$ cat src/hw/rtl/cbba_pkg.sv
`default_nettype none

package cbba_pkg;

  // Coordinate and register widths.
  localparam int COORD_BITS    = 12;
  localparam int DX_BITS       = COORD_BITS + 2;
  localparam int SCREEN_BITS   = 13;
  localparam int SCAN_BITS     = 15;
  localparam int DEPTH_BITS    = 6;
  localparam int BPP_BITS      = 4;
  localparam int ADDR_BITS     = 27;
  localparam int BITS_PER_BYTE = 8;
  localparam int CFG_IDX_BITS  = 3;
  localparam int OUT_DEPTH     = 2;

  // Command codes of an input word.
  localparam logic CMD_START = 1'b0;
  localparam logic CMD_PIXEL = 1'b1;

  // Configuration register indexes.
  localparam logic [CFG_IDX_BITS-1:0] CFG_SCREEN_WIDTH   = 3'd0;
  localparam logic [CFG_IDX_BITS-1:0] CFG_SCREEN_HEIGHT  = 3'd1;
  localparam logic [CFG_IDX_BITS-1:0] CFG_SCANLINE_BYTES = 3'd2;
  localparam logic [CFG_IDX_BITS-1:0] CFG_COLOR_DEPTH    = 3'd3;
  localparam logic [CFG_IDX_BITS-1:0] CFG_TEXT_MODE      = 3'd4;

  // Register reset values.
  localparam logic [SCREEN_BITS-1:0] RST_SCREEN_WIDTH   = 13'd320;
  localparam logic [SCREEN_BITS-1:0] RST_SCREEN_HEIGHT  = 13'd200;
  localparam logic [SCAN_BITS-1:0]   RST_SCANLINE_BYTES = 15'd320;
  localparam logic [DEPTH_BITS-1:0]  RST_COLOR_DEPTH    = 6'd8;

  typedef struct packed {
    logic                         cmd;
    logic signed [COORD_BITS-1:0] origin_x;
    logic signed [COORD_BITS-1:0] origin_y;
    logic [COORD_BITS-1:0]        rect_width;
    logic [COORD_BITS-1:0]        rect_height;
    logic [7:0]                   red_in;
    logic [7:0]                   green_in;
    logic [7:0]                   blue_in;
  } in_word_t;

  typedef struct packed {
    logic [ADDR_BITS-1:0] write_address;
    logic [7:0]           red_out;
    logic [7:0]           green_out;
    logic [7:0]           blue_out;
    logic                 clipped;
    logic                 last;
  } out_word_t;

  // One classified pixel handed from the front to the back.
  typedef struct packed {
    logic [SCREEN_BITS-1:0] dx;
    logic [SCREEN_BITS-1:0] dy;
    logic                   clipped;
    logic                   last;
    logic [7:0]             red;
    logic [7:0]             green;
    logic [7:0]             blue;
  } job_t;

  typedef struct packed {
    logic [SCREEN_BITS-1:0] screen_width;
    logic [SCREEN_BITS-1:0] screen_height;
    logic [SCAN_BITS-1:0]   scanline_bytes;
    logic [DEPTH_BITS-1:0]  color_depth;
    logic                   text_mode;
  } cfg_t;

endpackage

`default_nettype wire

$ cat src/hw/rtl/clipped_rectangle_blit_addresser_top.sv
// Clipped rectangle blit addresser. A start word opens a rectangle with a signed origin
// and a size; the pixel words that follow, in row-major order, each give one result word
// with the framebuffer byte address, the color bytes, a clipped flag and a last flag.
// Pixels with no rectangle open, start words, and every word in text mode give no result.
// The block takes one word per clock while full is low and gives one result per clock
// while the output side keeps popping. A result is written into the job queue and then
// into the result queue before it reaches the output ports. The front classifies words
// and feeds a job queue of QUEUE_DEPTH entries; full rises only when that queue is full,
// which happens when the output side stops popping. The back computes the address with
// a row multiply and a small column multiply and writes a two-entry result queue.
// Configuration is written through the cfg channel, which is always ready, and must be
// written only while the block is idle.
`default_nettype none

module clipped_rectangle_blit_addresser_top
  import cbba_pkg::*;
#(
  parameter int QUEUE_DEPTH = 4
) (
  input  wire logic                    clk_i,
  input  wire logic                    rst_ni,
  input  wire logic                    push,
  output logic                         full,
  input  wire in_word_t                in_word_i,
  input  wire logic                    pop,
  output logic                         empty,
  output out_word_t                    out_word_o,
  input  wire logic                    cfg_valid_i,
  output logic                         cfg_ready_o,
  input  wire logic [CFG_IDX_BITS-1:0] cfg_index_i,
  input  wire logic [SCAN_BITS-1:0]    cfg_data_i
);

  cfg_t      cfg_q, cfg_d;
  logic      accept;
  logic      job_push, job_pop, job_full, job_empty;
  job_t      job_in, job_out;
  logic      out_push, out_full;
  out_word_t out_in;

  // Configuration registers.
  assign cfg_ready_o = 1'b1;

  always_comb begin
    cfg_d = cfg_q;
    if (cfg_valid_i) begin
      case (cfg_index_i)
        CFG_SCREEN_WIDTH:   cfg_d.screen_width   = cfg_data_i[SCREEN_BITS-1:0];
        CFG_SCREEN_HEIGHT:  cfg_d.screen_height  = cfg_data_i[SCREEN_BITS-1:0];
        CFG_SCANLINE_BYTES: cfg_d.scanline_bytes = cfg_data_i;
        CFG_COLOR_DEPTH:    cfg_d.color_depth    = cfg_data_i[DEPTH_BITS-1:0];
        CFG_TEXT_MODE:      cfg_d.text_mode      = cfg_data_i[0];
        default: ;
      endcase
    end
  end

  always_ff @(posedge clk_i or negedge rst_ni) begin
    if (!rst_ni) begin
      cfg_q.screen_width   <= RST_SCREEN_WIDTH;
      cfg_q.screen_height  <= RST_SCREEN_HEIGHT;
      cfg_q.scanline_bytes <= RST_SCANLINE_BYTES;
      cfg_q.color_depth    <= RST_COLOR_DEPTH;
      cfg_q.text_mode      <= 1'b0;
    end else begin
      cfg_q <= cfg_d;
    end
  end

  // Input side.
  assign full   = job_full;
  assign accept = push && !full;

  cbba_front u_front (
    .clk_i      (clk_i),
    .rst_ni     (rst_ni),
    .cfg_i      (cfg_q),
    .accept_i   (accept),
    .word_i     (in_word_i),
    .job_push_o (job_push),
    .job_o      (job_in)
  );

  // Job queue between front and back.
  cbba_fifo #(
    .WIDTH ($bits(job_t)),
    .DEPTH (QUEUE_DEPTH)
  ) u_job_queue (
    .clk_i   (clk_i),
    .rst_ni  (rst_ni),
    .push_i  (job_push),
    .wdata_i (job_in),
    .full_o  (job_full),
    .pop_i   (job_pop),
    .rdata_o (job_out),
    .empty_o (job_empty)
  );

  cbba_back u_back (
    .cfg_i       (cfg_q),
    .job_i       (job_out),
    .job_empty_i (job_empty),
    .job_pop_o   (job_pop),
    .out_full_i  (out_full),
    .out_push_o  (out_push),
    .out_word_o  (out_in)
  );

  // Result queue on the output side.
  cbba_fifo #(
    .WIDTH ($bits(out_word_t)),
    .DEPTH (OUT_DEPTH)
  ) u_out_queue (
    .clk_i   (clk_i),
    .rst_ni  (rst_ni),
    .push_i  (out_push),
    .wdata_i (out_in),
    .full_o  (out_full),
    .pop_i   (pop),
    .rdata_o (out_word_o),
    .empty_o (empty)
  );

  // Text mode must keep every word out of the job queue.
  assert property (@(posedge clk_i) disable iff (!rst_ni) cfg_q.text_mode |-> !job_push)
    else $error("job queued while text mode is set");

  // A clipped result always carries a zero address.
  assert property (@(posedge clk_i) disable iff (!rst_ni)
    (!empty && out_word_o.clipped) |-> (out_word_o.write_address == '0))
    else $error("clipped result with nonzero address");

  // The back only moves a job that exists into a result queue with room.
  assert property (@(posedge clk_i) disable iff (!rst_ni)
    job_pop |-> (!job_empty && !out_full))
    else $error("job moved without data or room");

  // A job never enters a full queue, since full holds off the input.
  assert property (@(posedge clk_i) disable iff (!rst_ni) job_push |-> !job_full)
    else $error("job pushed into full queue");

endmodule

`default_nettype wire

$ cat src/hw/rtl/cbba_fifo.sv
`default_nettype none

module cbba_fifo #(
  parameter int WIDTH = 8,
  parameter int DEPTH = 2
) (
  input  wire logic             clk_i,
  input  wire logic             rst_ni,
  input  wire logic             push_i,
  input  wire logic [WIDTH-1:0] wdata_i,
  output logic                  full_o,
  input  wire logic             pop_i,
  output logic [WIDTH-1:0]      rdata_o,
  output logic                  empty_o
);

  localparam int PTR_W = (DEPTH > 1) ? $clog2(DEPTH) : 1;
  localparam int CNT_W = $clog2(DEPTH + 1);

  logic [WIDTH-1:0] mem_q [DEPTH];
  logic [PTR_W-1:0] wr_ptr_q, wr_ptr_d, rd_ptr_q, rd_ptr_d;
  logic [CNT_W-1:0] count_q, count_d;
  logic             do_push, do_pop;

  assign full_o  = (count_q == CNT_W'(DEPTH));
  assign empty_o = (count_q == '0);
  assign do_push = push_i && !full_o;
  assign do_pop  = pop_i && !empty_o;
  assign rdata_o = mem_q[rd_ptr_q];

  // Pointer and fill count bookkeeping.
  always_comb begin
    wr_ptr_d = wr_ptr_q;
    rd_ptr_d = rd_ptr_q;
    count_d  = count_q;
    if (do_push) begin
      wr_ptr_d = (wr_ptr_q == PTR_W'(DEPTH - 1)) ? '0 : wr_ptr_q + 1'b1;
    end
    if (do_pop) begin
      rd_ptr_d = (rd_ptr_q == PTR_W'(DEPTH - 1)) ? '0 : rd_ptr_q + 1'b1;
    end
    if (do_push && !do_pop) begin
      count_d = count_q + 1'b1;
    end else if (do_pop && !do_push) begin
      count_d = count_q - 1'b1;
    end
  end

  always_ff @(posedge clk_i or negedge rst_ni) begin
    if (!rst_ni) begin
      wr_ptr_q <= '0;
      rd_ptr_q <= '0;
      count_q  <= '0;
    end else begin
      wr_ptr_q <= wr_ptr_d;
      rd_ptr_q <= rd_ptr_d;
      count_q  <= count_d;
    end
  end

  // Storage needs no reset; entries are only read once written.
  always_ff @(posedge clk_i) begin
    if (do_push) begin
      mem_q[wr_ptr_q] <= wdata_i;
    end
  end

endmodule

`default_nettype wire

$ cat src/hw/rtl/cbba_front.sv
`default_nettype none

module cbba_front
  import cbba_pkg::*;
(
  input  wire logic     clk_i,
  input  wire logic     rst_ni,
  input  wire cfg_t     cfg_i,
  input  wire logic     accept_i,
  input  wire in_word_t word_i,
  output logic          job_push_o,
  output job_t          job_o
);

  logic                  active_q, active_d;
  logic [COORD_BITS-1:0] base_x_q, base_x_d, base_y_q, base_y_d;
  logic [COORD_BITS-1:0] span_w_q, span_w_d, span_h_q, span_h_d;
  logic [COORD_BITS-1:0] col_q, col_d, row_q, row_d;

  logic signed [DX_BITS-1:0] dx, dy;
  logic [COORD_BITS:0]       col_inc, row_inc;
  logic                      col_wrap, row_wrap, fin, clip, is_pixel;

  // Screen coordinates of the current pixel.
  assign dx = DX_BITS'(signed'(base_x_q)) + DX_BITS'(col_q);
  assign dy = DX_BITS'(signed'(base_y_q)) + DX_BITS'(row_q);

  // Negative coordinates are off screen, as are ones past the visible area.
  assign clip = dx[DX_BITS-1] || dy[DX_BITS-1] ||
                (dx[SCREEN_BITS-1:0] >= cfg_i.screen_width) ||
                (dy[SCREEN_BITS-1:0] >= cfg_i.screen_height);

  // End of row and end of rectangle detection.
  assign col_inc  = {1'b0, col_q} + 1'b1;
  assign row_inc  = {1'b0, row_q} + 1'b1;
  assign col_wrap = col_inc >= {1'b0, span_w_q};
  assign row_wrap = row_inc >= {1'b0, span_h_q};
  assign fin      = col_wrap && row_wrap;

  assign is_pixel   = accept_i && !cfg_i.text_mode && (word_i.cmd == CMD_PIXEL);
  assign job_push_o = is_pixel && active_q;

  always_comb begin
    job_o.dx      = dx[SCREEN_BITS-1:0];
    job_o.dy      = dy[SCREEN_BITS-1:0];
    job_o.clipped = clip;
    job_o.last    = fin;
    job_o.red     = word_i.red_in;
    job_o.green   = word_i.green_in;
    job_o.blue    = word_i.blue_in;
  end

  // Rectangle state: start words load it, pixels step the counters.
  always_comb begin
    active_d = active_q;
    base_x_d = base_x_q;
    base_y_d = base_y_q;
    span_w_d = span_w_q;
    span_h_d = span_h_q;
    col_d    = col_q;
    row_d    = row_q;
    if (accept_i && !cfg_i.text_mode && (word_i.cmd == CMD_START)) begin
      base_x_d = word_i.origin_x;
      base_y_d = word_i.origin_y;
      span_w_d = word_i.rect_width;
      span_h_d = word_i.rect_height;
      col_d    = '0;
      row_d    = '0;
      active_d = (word_i.rect_width != '0) && (word_i.rect_height != '0);
    end else if (job_push_o) begin
      if (fin) begin
        active_d = 1'b0;
        col_d    = '0;
        row_d    = '0;
      end else if (col_wrap) begin
        col_d = '0;
        row_d = row_inc[COORD_BITS-1:0];
      end else begin
        col_d = col_inc[COORD_BITS-1:0];
      end
    end
  end

  always_ff @(posedge clk_i or negedge rst_ni) begin
    if (!rst_ni) begin
      active_q <= 1'b0;
      base_x_q <= '0;
      base_y_q <= '0;
      span_w_q <= '0;
      span_h_q <= '0;
      col_q    <= '0;
      row_q    <= '0;
    end else begin
      active_q <= active_d;
      base_x_q <= base_x_d;
      base_y_q <= base_y_d;
      span_w_q <= span_w_d;
      span_h_q <= span_h_d;
      col_q    <= col_d;
      row_q    <= row_d;
    end
  end

endmodule

`default_nettype wire

$ cat src/hw/rtl/cbba_back.sv
`default_nettype none

module cbba_back
  import cbba_pkg::*;
(
  input  wire cfg_t  cfg_i,
  input  wire job_t  job_i,
  input  wire logic  job_empty_i,
  output logic       job_pop_o,
  input  wire logic  out_full_i,
  output logic       out_push_o,
  output out_word_t  out_word_o
);

  localparam int PROD_BITS = SCREEN_BITS + SCAN_BITS;

  logic [DEPTH_BITS:0]           depth_inc;
  logic [BPP_BITS-1:0]           bpp;
  logic [PROD_BITS-1:0]          row_offset;
  logic [SCREEN_BITS+BPP_BITS-1:0] col_offset;
  logic [PROD_BITS:0]            addr_full;

  // Move one job whenever there is one and the result queue has room.
  assign job_pop_o  = !job_empty_i && !out_full_i;
  assign out_push_o = job_pop_o;

  // Bytes per pixel is (depth + 1) / 8.
  assign depth_inc = {1'b0, cfg_i.color_depth} + 1'b1;
  assign bpp       = depth_inc[DEPTH_BITS:3];

  // Framebuffer byte address: row times scanline plus column times bytes per pixel.
  assign row_offset = PROD_BITS'(job_i.dy) * PROD_BITS'(cfg_i.scanline_bytes);
  assign col_offset = (SCREEN_BITS + BPP_BITS)'(job_i.dx) *
                      (SCREEN_BITS + BPP_BITS)'(bpp);
  assign addr_full  = (PROD_BITS + 1)'(row_offset) + (PROD_BITS + 1)'(col_offset);

  always_comb begin
    out_word_o.write_address = job_i.clipped ? '0 : addr_full[ADDR_BITS-1:0];
    out_word_o.red_out       = job_i.red;
    out_word_o.green_out     = job_i.green;
    out_word_o.blue_out      = job_i.blue;
    out_word_o.clipped       = job_i.clipped;
    out_word_o.last          = job_i.last;
  end

endmodule

`default_nettype wire

$ cat config.mk
export PLATFORM = sky130hd
export DESIGN_NAME = clipped_rectangle_blit_addresser_top
export DESIGN_NICKNAME = d
export VERILOG_FILES = /design/src/hw/rtl/cbba_pkg.sv /design/src/hw/rtl/clipped_rectangle_blit_addresser_top.sv /design/src/hw/rtl/cbba_fifo.sv /design/src/hw/rtl/cbba_front.sv /design/src/hw/rtl/cbba_back.sv
export SDC_FILE = /design/constraint.sdc
export NUM_CORES = 1
export LEC_CHECK = 0
export ABC_AREA = 1
export BUFFER_PORTS_ARGS = -buffer_cell sky130_fd_sc_hd__buf_4
export CAP_MARGIN = 20
export CORE_MARGIN = 2
export CORE_UTILIZATION = 35
export CTS_BUF_LIST = sky130_fd_sc_hd__clkbuf_8
export DETAILED_ROUTE_END_ITERATION = 10
export PLACE_DENSITY_LB_ADDON = 0.15
export SYNTH_ARGS = -nofsm -noshare
export SYNTH_HDL_FRONTEND = slang
export SYNTH_SLANG_ARGS = --single-unit
$ cat constraint.sdc
create_clock -name clk_i -period 7.4 [get_ports clk_i]
set_input_delay 1.48 -clock clk_i [delete_from_list [all_inputs] [get_ports clk_i]]
set_output_delay 1.48 -clock clk_i [all_outputs]
set_load 0.02 [all_outputs]
== Yosys cells after proc, flatten, opt, wreduce, memory -nomap -nowiden ==
Memories as Yosys holds them, arrays and structs flattened.
Cells that the tools add are included.

* Add/sub/neg operators: 14
* $mul: 2
* $lt $le $gt $ge: 4
* Equality and inequality tests: 8
* Multiplexer cells: 24
* Bitwise gates (word level): 1
* Reductions and logical operators: 45

{| class="wikitable"
|+ Operators with widths
! cell !! number
|-
| 12-bit two-way mux || 8
|-
| 12-bit by 13-bit adder with 14-bit output || 2
|-
| 27-bit by 17-bit adder with 27-bit output || 1
|-
| 13-bit by 15-bit multiplier with 27-bit output || 1
|-
| 27-bit two-way mux || 1
|-
| 12-bit by 1-bit adder with 13-bit output, second input constant || 2
|-
| 13-bit by 12-bit >= comparator with 1-bit output || 2
|-
| 13-bit >= comparator || 2
|-
| 12-bit nonzero test || 2
|-
| 13-bit by 4-bit multiplier with 17-bit output || 1
|-
| 1-bit logical AND || 16
|-
| 2-bit AND reduction || 7
|-
| 1-bit zero test || 9
|-
| 1-bit two-way mux || 9
|-
| 2-bit two-way mux || 4
|-
| 2-bit nonzero test || 4
|-
| 6-bit by 1-bit adder with 7-bit output, second input constant || 1
|-
| 2-bit by 1-bit adder with 2-bit output, second input constant || 3
|-
| 2-bit == test, second input constant || 3
|-
| 3-bit by 2-bit == test with 1-bit output, second input constant || 2
|-
| 3-bit == test, second input constant || 2
|-
| 3-bit zero test || 2
|-
| 3-bit two-way mux || 2
|-
| 3-bit by 1-bit adder with 3-bit output, second input constant || 1
|-
| 8 further kinds || 11
|}

* Bits in registers: 132
* Memory bits (writable): 314
* Input port bits: 96
* Output and inout bits: 56
* Logic and storage cells: 118
* Memories kept: 2

{| class="wikitable"
|+ Memory list
! memory !! depth !! bits a word !! read ports !! clocked after Yosys merged registers in !! write ports !! line !! source
|-
| u_job_queue.mem_q || 4 || 52 || 1 || 0 || 1 || cbba_fifo.sv:20 || <nowiki>logic [WIDTH-1:0] mem_q [DEPTH];</nowiki>
|-
| u_out_queue.mem_q || 2 || 53 || 1 || 0 || 1 || cbba_fifo.sv:20 ||
|}

== Depth between registers and ports, before layout ==
* Word-level depth: 11
* Mapped depth: 32
* Mapped depth without buffers: 31

== By module ==
A second synthesis with hierarchy kept.

* Cells, all modules: 3377
* Area, all modules: 30301.6 µm²

{| class="wikitable"
|+ Modules (own cells, without submodules)
! module !! times used !! cells an instance !! area an instance (µm²) !! sequential area each (µm²)
|-
| cbba_back || 1 || 1348 || 9399.0 || 0.0
|-
| cbba_fifo (u_job_queue) || 1 || 667 || 8642.0 || 6421.2
|-
| cbba_front || 1 || 829 || 6162.2 || 1826.8
|-
| cbba_fifo (u_out_queue) || 1 || 308 || 4110.2 || 3283.1
|-
| clipped_rectangle_blit_addresser_top || 1 || 225 || 1988.2 || 1211.2
|}

== Worst setup path after synthesis ==
No wires, ideal clock.

* Path kind: reg-to-reg
* From: register u_job_queue.rd_ptr_q[0]
* To: memory u_out_queue.mem_q[0][51] (netlist bit) (data pin)
* Arrival time: 5.656 ns
* Required time: 7.142 ns
* Path slack: 1.486 ns
* Stages on the path, launching flop included: 29
* Buffers on the path: 2
* Path through: dfrtp_1 inv_2 buf_6 buf_2 nand2_1 nand3_1 nand2_2 inv_1 nand2_1 fa_1 inv_1 fa_1 inv_1 fa_1 fa_1 inv_1 fa_1 inv_1 fa_1 inv_1 ha_1 nand2_1 inv_1 a21boi_0 o21ai_0 nand2_1 nand3_1 o21ai_0 nor2_1

{| class="wikitable"
|+ RTL lines
! what !! line !! source
|-
| start, declared || cbba_fifo.sv:21 || <nowiki>logic [PTR_W-1:0] wr_ptr_q, wr_ptr_d, rd_ptr_q, rd_ptr_d;</nowiki>
|-
| start signal, assigned || cbba_fifo.sv:56 || <nowiki>rd_ptr_q <= rd_ptr_d;</nowiki>
|-
| end, declared || cbba_fifo.sv:20 ||
|}

==> impl_metrics.env <==
export IMPL_setup_violations=0
export IMPL_rsz0062_at_grt="false"
export IMPL_viasPerCell=4.77
export IMPL_cts_tree="built"
export IMPL_cts_hold_buf=0
export IMPL_yosys_most_used_dff="edfxtp_1"
export IMPL_synthToLayoutAreaGrowth_pct=13.1
export IMPL_max_slew_margin_pct=35.1
export IMPL_yosys_top_cells_count="746 x nand2_1, 466 x inv_1, 314 x edfxtp_1"
export IMPL_gp_congestion=0.873
export IMPL_htree_levels=3
export IMPL_drt_iter0_markers=1218
export IMPL_reg2reg_from="u_job_queue.rd_ptr_q[0]$_DFFE_PN0P_"
export IMPL_portBuffers=150
export IMPL_gr_total_overflow=0
export IMPL_yosys_area_top_type_share_pct=33.2
export IMPL_postCtsSetupBuffers=0
export IMPL_drt_wl_total_um=72800
export IMPL_top_register="u_job_queue.mem_q"
export IMPL_rr_endpoint="u_out_queue.mem_q[0][37]$_DFFE_PP_"
export IMPL_track_usage_pct=17.8
export IMPL_worstHoldPathType="flip-flop to flip-flop"
export IMPL_maxCapViolations=0
export IMPL_clkLatencyLatePin_ps=680
export IMPL_cts_buffers=79
export IMPL_largest_reg_flops=208
export IMPL_core_area_mm2=0.0804
export IMPL_synth_most_common_cell="nand2_1"
export IMPL_antenna_found_initial=2
export IMPL_cts_sinks=446
export IMPL_cp_end_kind="flip-flop"
export IMPL_fin_setup_tns_ps=0
export IMPL_grt_pass1_wl_um=116000
export IMPL_drcViolationCount=0
export IMPL_r2r_slack_ps=550
export IMPL_period_share_pct=92.6
export IMPL_synthCells=2975
export IMPL_synth_edf_count=314
export IMPL_worst_clock_skew_ps=48.0
export IMPL_vias=20300
export IMPL_syn_nets=3452
export IMPL_reg_top3="u_job_queue.mem_q x208, u_out_queue.mem_q x106, cfg_q x48"
export IMPL_place_hpwl_um=53600
export IMPL_start_kind="flip-flop"
export IMPL_synth_async_sr_flop_share_pct=29.6
export IMPL_period_minus_slack_ps=6850
export IMPL_synth_seq_cells=446
export IMPL_antenna_left=0
export IMPL_clkTransAtPathRegs_ps=60
export IMPL_synth_largest_area_cell="edfxtp_1"
export IMPL_io_pins=152
export IMPL_hold_start="u_front.span_w_q[0]$_DFFE_PN0P_"
export IMPL_post_drt_wl_per_cell_um=17.1
export IMPL_die_area_mm2=0.0834
export IMPL_min_to="u_front.span_w_q[0]$_DFFE_PN0P_"
export IMPL_syn_area_mm2=0.0284
export IMPL_yosysWarnings=0
export IMPL_worstHoldPathCells=2
export IMPL_clock_root_buffer="clkbuf_8"
export IMPL_worst_r2r_path_depth=21
export IMPL_hold_violations=0
export IMPL_cts_resized=0
export IMPL_final_max_slew_viol_count=0
export IMPL_arrival_ps=7270
export IMPL_tightest_slew_ps=971
export IMPL_ys_types=54
export IMPL_nets=3605
export IMPL_outcome="completed"
export IMPL_whs_ps=478
export IMPL_start_util_pct=35.3
export IMPL_synth_seq_area_share_pct=44.9
export IMPL_cp_required_ps=7820
export IMPL_grt_max_degree=107
export IMPL_clockBufferDepth=3
export IMPL_drive_above_1_share_pct=9.94
export IMPL_rows=104
export IMPL_grt_pass1_vias=20900
export IMPL_firstDrtPassIters=5
export IMPL_max_freq_mhz=146
export IMPL_worstSetupPathType="flip-flop to flip-flop"
export IMPL_cp_max_fo=56
export IMPL_syn_mean_instance_area_um2=9.54
export IMPL_fp_dieH_um=289
export IMPL_die_w_um=289
export IMPL_synth_area_top_cells="edfxtp_1 33%, fa_1 14%, dfrtp_1 11%"
stage by stage:
step	setup slack [ps]	area (um2)	std cells	util, %
4_1_cts	491	32100	4248	39.9
5_1_grt	79.0	32100	4253	39.9
3_3_place_gp	582	30600	4107	38.0
3_5_place_dp	523	30600	4107	38.0
6_report	546	32100	4254	39.9
2_1_floorplan	1490	28400	2975	-
cell families after synthesis:
family / Yosys count / synth area share (%)
AND/OR/NAND/NOR: 1181 / 16.8
buffers and inverters: 572 / 7.98
flip-flops: 446 / 44.9
adder cells (fa/ha/maj): 381 / 22.0
AO/OA/AOI/OAI: 338 / 6.67
XOR/XNOR: 56 / 1.73
other: 1 / 0.0132
per-layer routing:
metal,part of all wire [%],wire length [um],track usage [%],up-vias
met2,47,34500,30.2,408
met5,0,0,0,-
met1,47,34000,24.1,9931
met3,3.9,2860,2.31,90
met4,2.1,1520,4.66,0
li1,-,-,-,9874
worst max-delay path, stage by stage (launching register included):
cell and delay (ps):
dfrtp_2 430, inv_2 450, buf_4 590, nand2_1 110
a32o_1 280, or2_1 250, fa_1 490, fa_1 550
inv_1 50, ha_1 270, inv_1 50, fa_1 500
fa_1 520, fa_1 600, inv_1 50, ha_1 290
nand3_1 70, nand3_1 170, a21oi_1 110, o21ai_0 300
o21ai_0 120, a21oi_1 320
placed cells by master (no fill, tap or decap), drive strengths merged, types with 3 or more instances in the layout:
master	netlist	layout
a21o	5	5
a21oi	94	94
a32o	12	12
a32oi	3	3
buf	54	170
clkbuf	44	84
clkinv	2	21
dfrtp	124	124
dfstp	8	8
diode	0	6
edfxtp	314	314
fa	195	195
ha	186	186
inv	472	507
nand2	752	752
nand3	78	78
nand4	30	30
nor2	288	288
nor3	8	8
nor4	12	12
o21ai	179	179
o21bai	7	7
o22ai	29	29
or2	8	8
xnor2	13	13
xor2	43	43
worst max-delay path by stage:
stage | depth (start not counted) | end | slack [ps] | start
after global routing | 26 | u_out_queue.mem_q[0][43]$_DFFE_PP_ | 80 | u_job_queue.rd_ptr_q[0]$_DFFE_PN0P_
after global placement | 24 | u_out_queue.mem_q[0][48]$_DFFE_PP_ | 580 | u_job_queue.rd_ptr_q[0]$_DFFE_PN0P_
after detailed placement | 22 | u_out_queue.mem_q[0][46]$_DFFE_PP_ | 520 | u_job_queue.rd_ptr_q[0]$_DFFE_PN0P_
after CTS | 22 | u_out_queue.mem_q[0][46]$_DFFE_PP_ | 490 | u_job_queue.rd_ptr_q[0]$_DFFE_PN0P_
final | 21 | u_out_queue.mem_q[0][37]$_DFFE_PP_ | 550 | u_job_queue.rd_ptr_q[0]$_DFFE_PN0P_
after floorplan | 28 | u_out_queue.mem_q[0][51]$_DFFE_PP_ | 1490 | u_job_queue.rd_ptr_q[0]$_DFFE_PN0P_
layout make-up:
cell class | count | area (um2)
clock buffers | 84 | 1160
repair buffers | 170 | 1290
fillers | 8068 | 48300
multi-input cells | 1957 | 13400
clock inverters | 57 | 353
inverters | 474 | 1780
well taps | 1060 | 1330
diodes | 6 | 15.0
flip-flops and latches | 446 | 12700
Power is not shown: default switching activity piles up to over one toggle a cycle in this logic, so the estimate is an artifact.
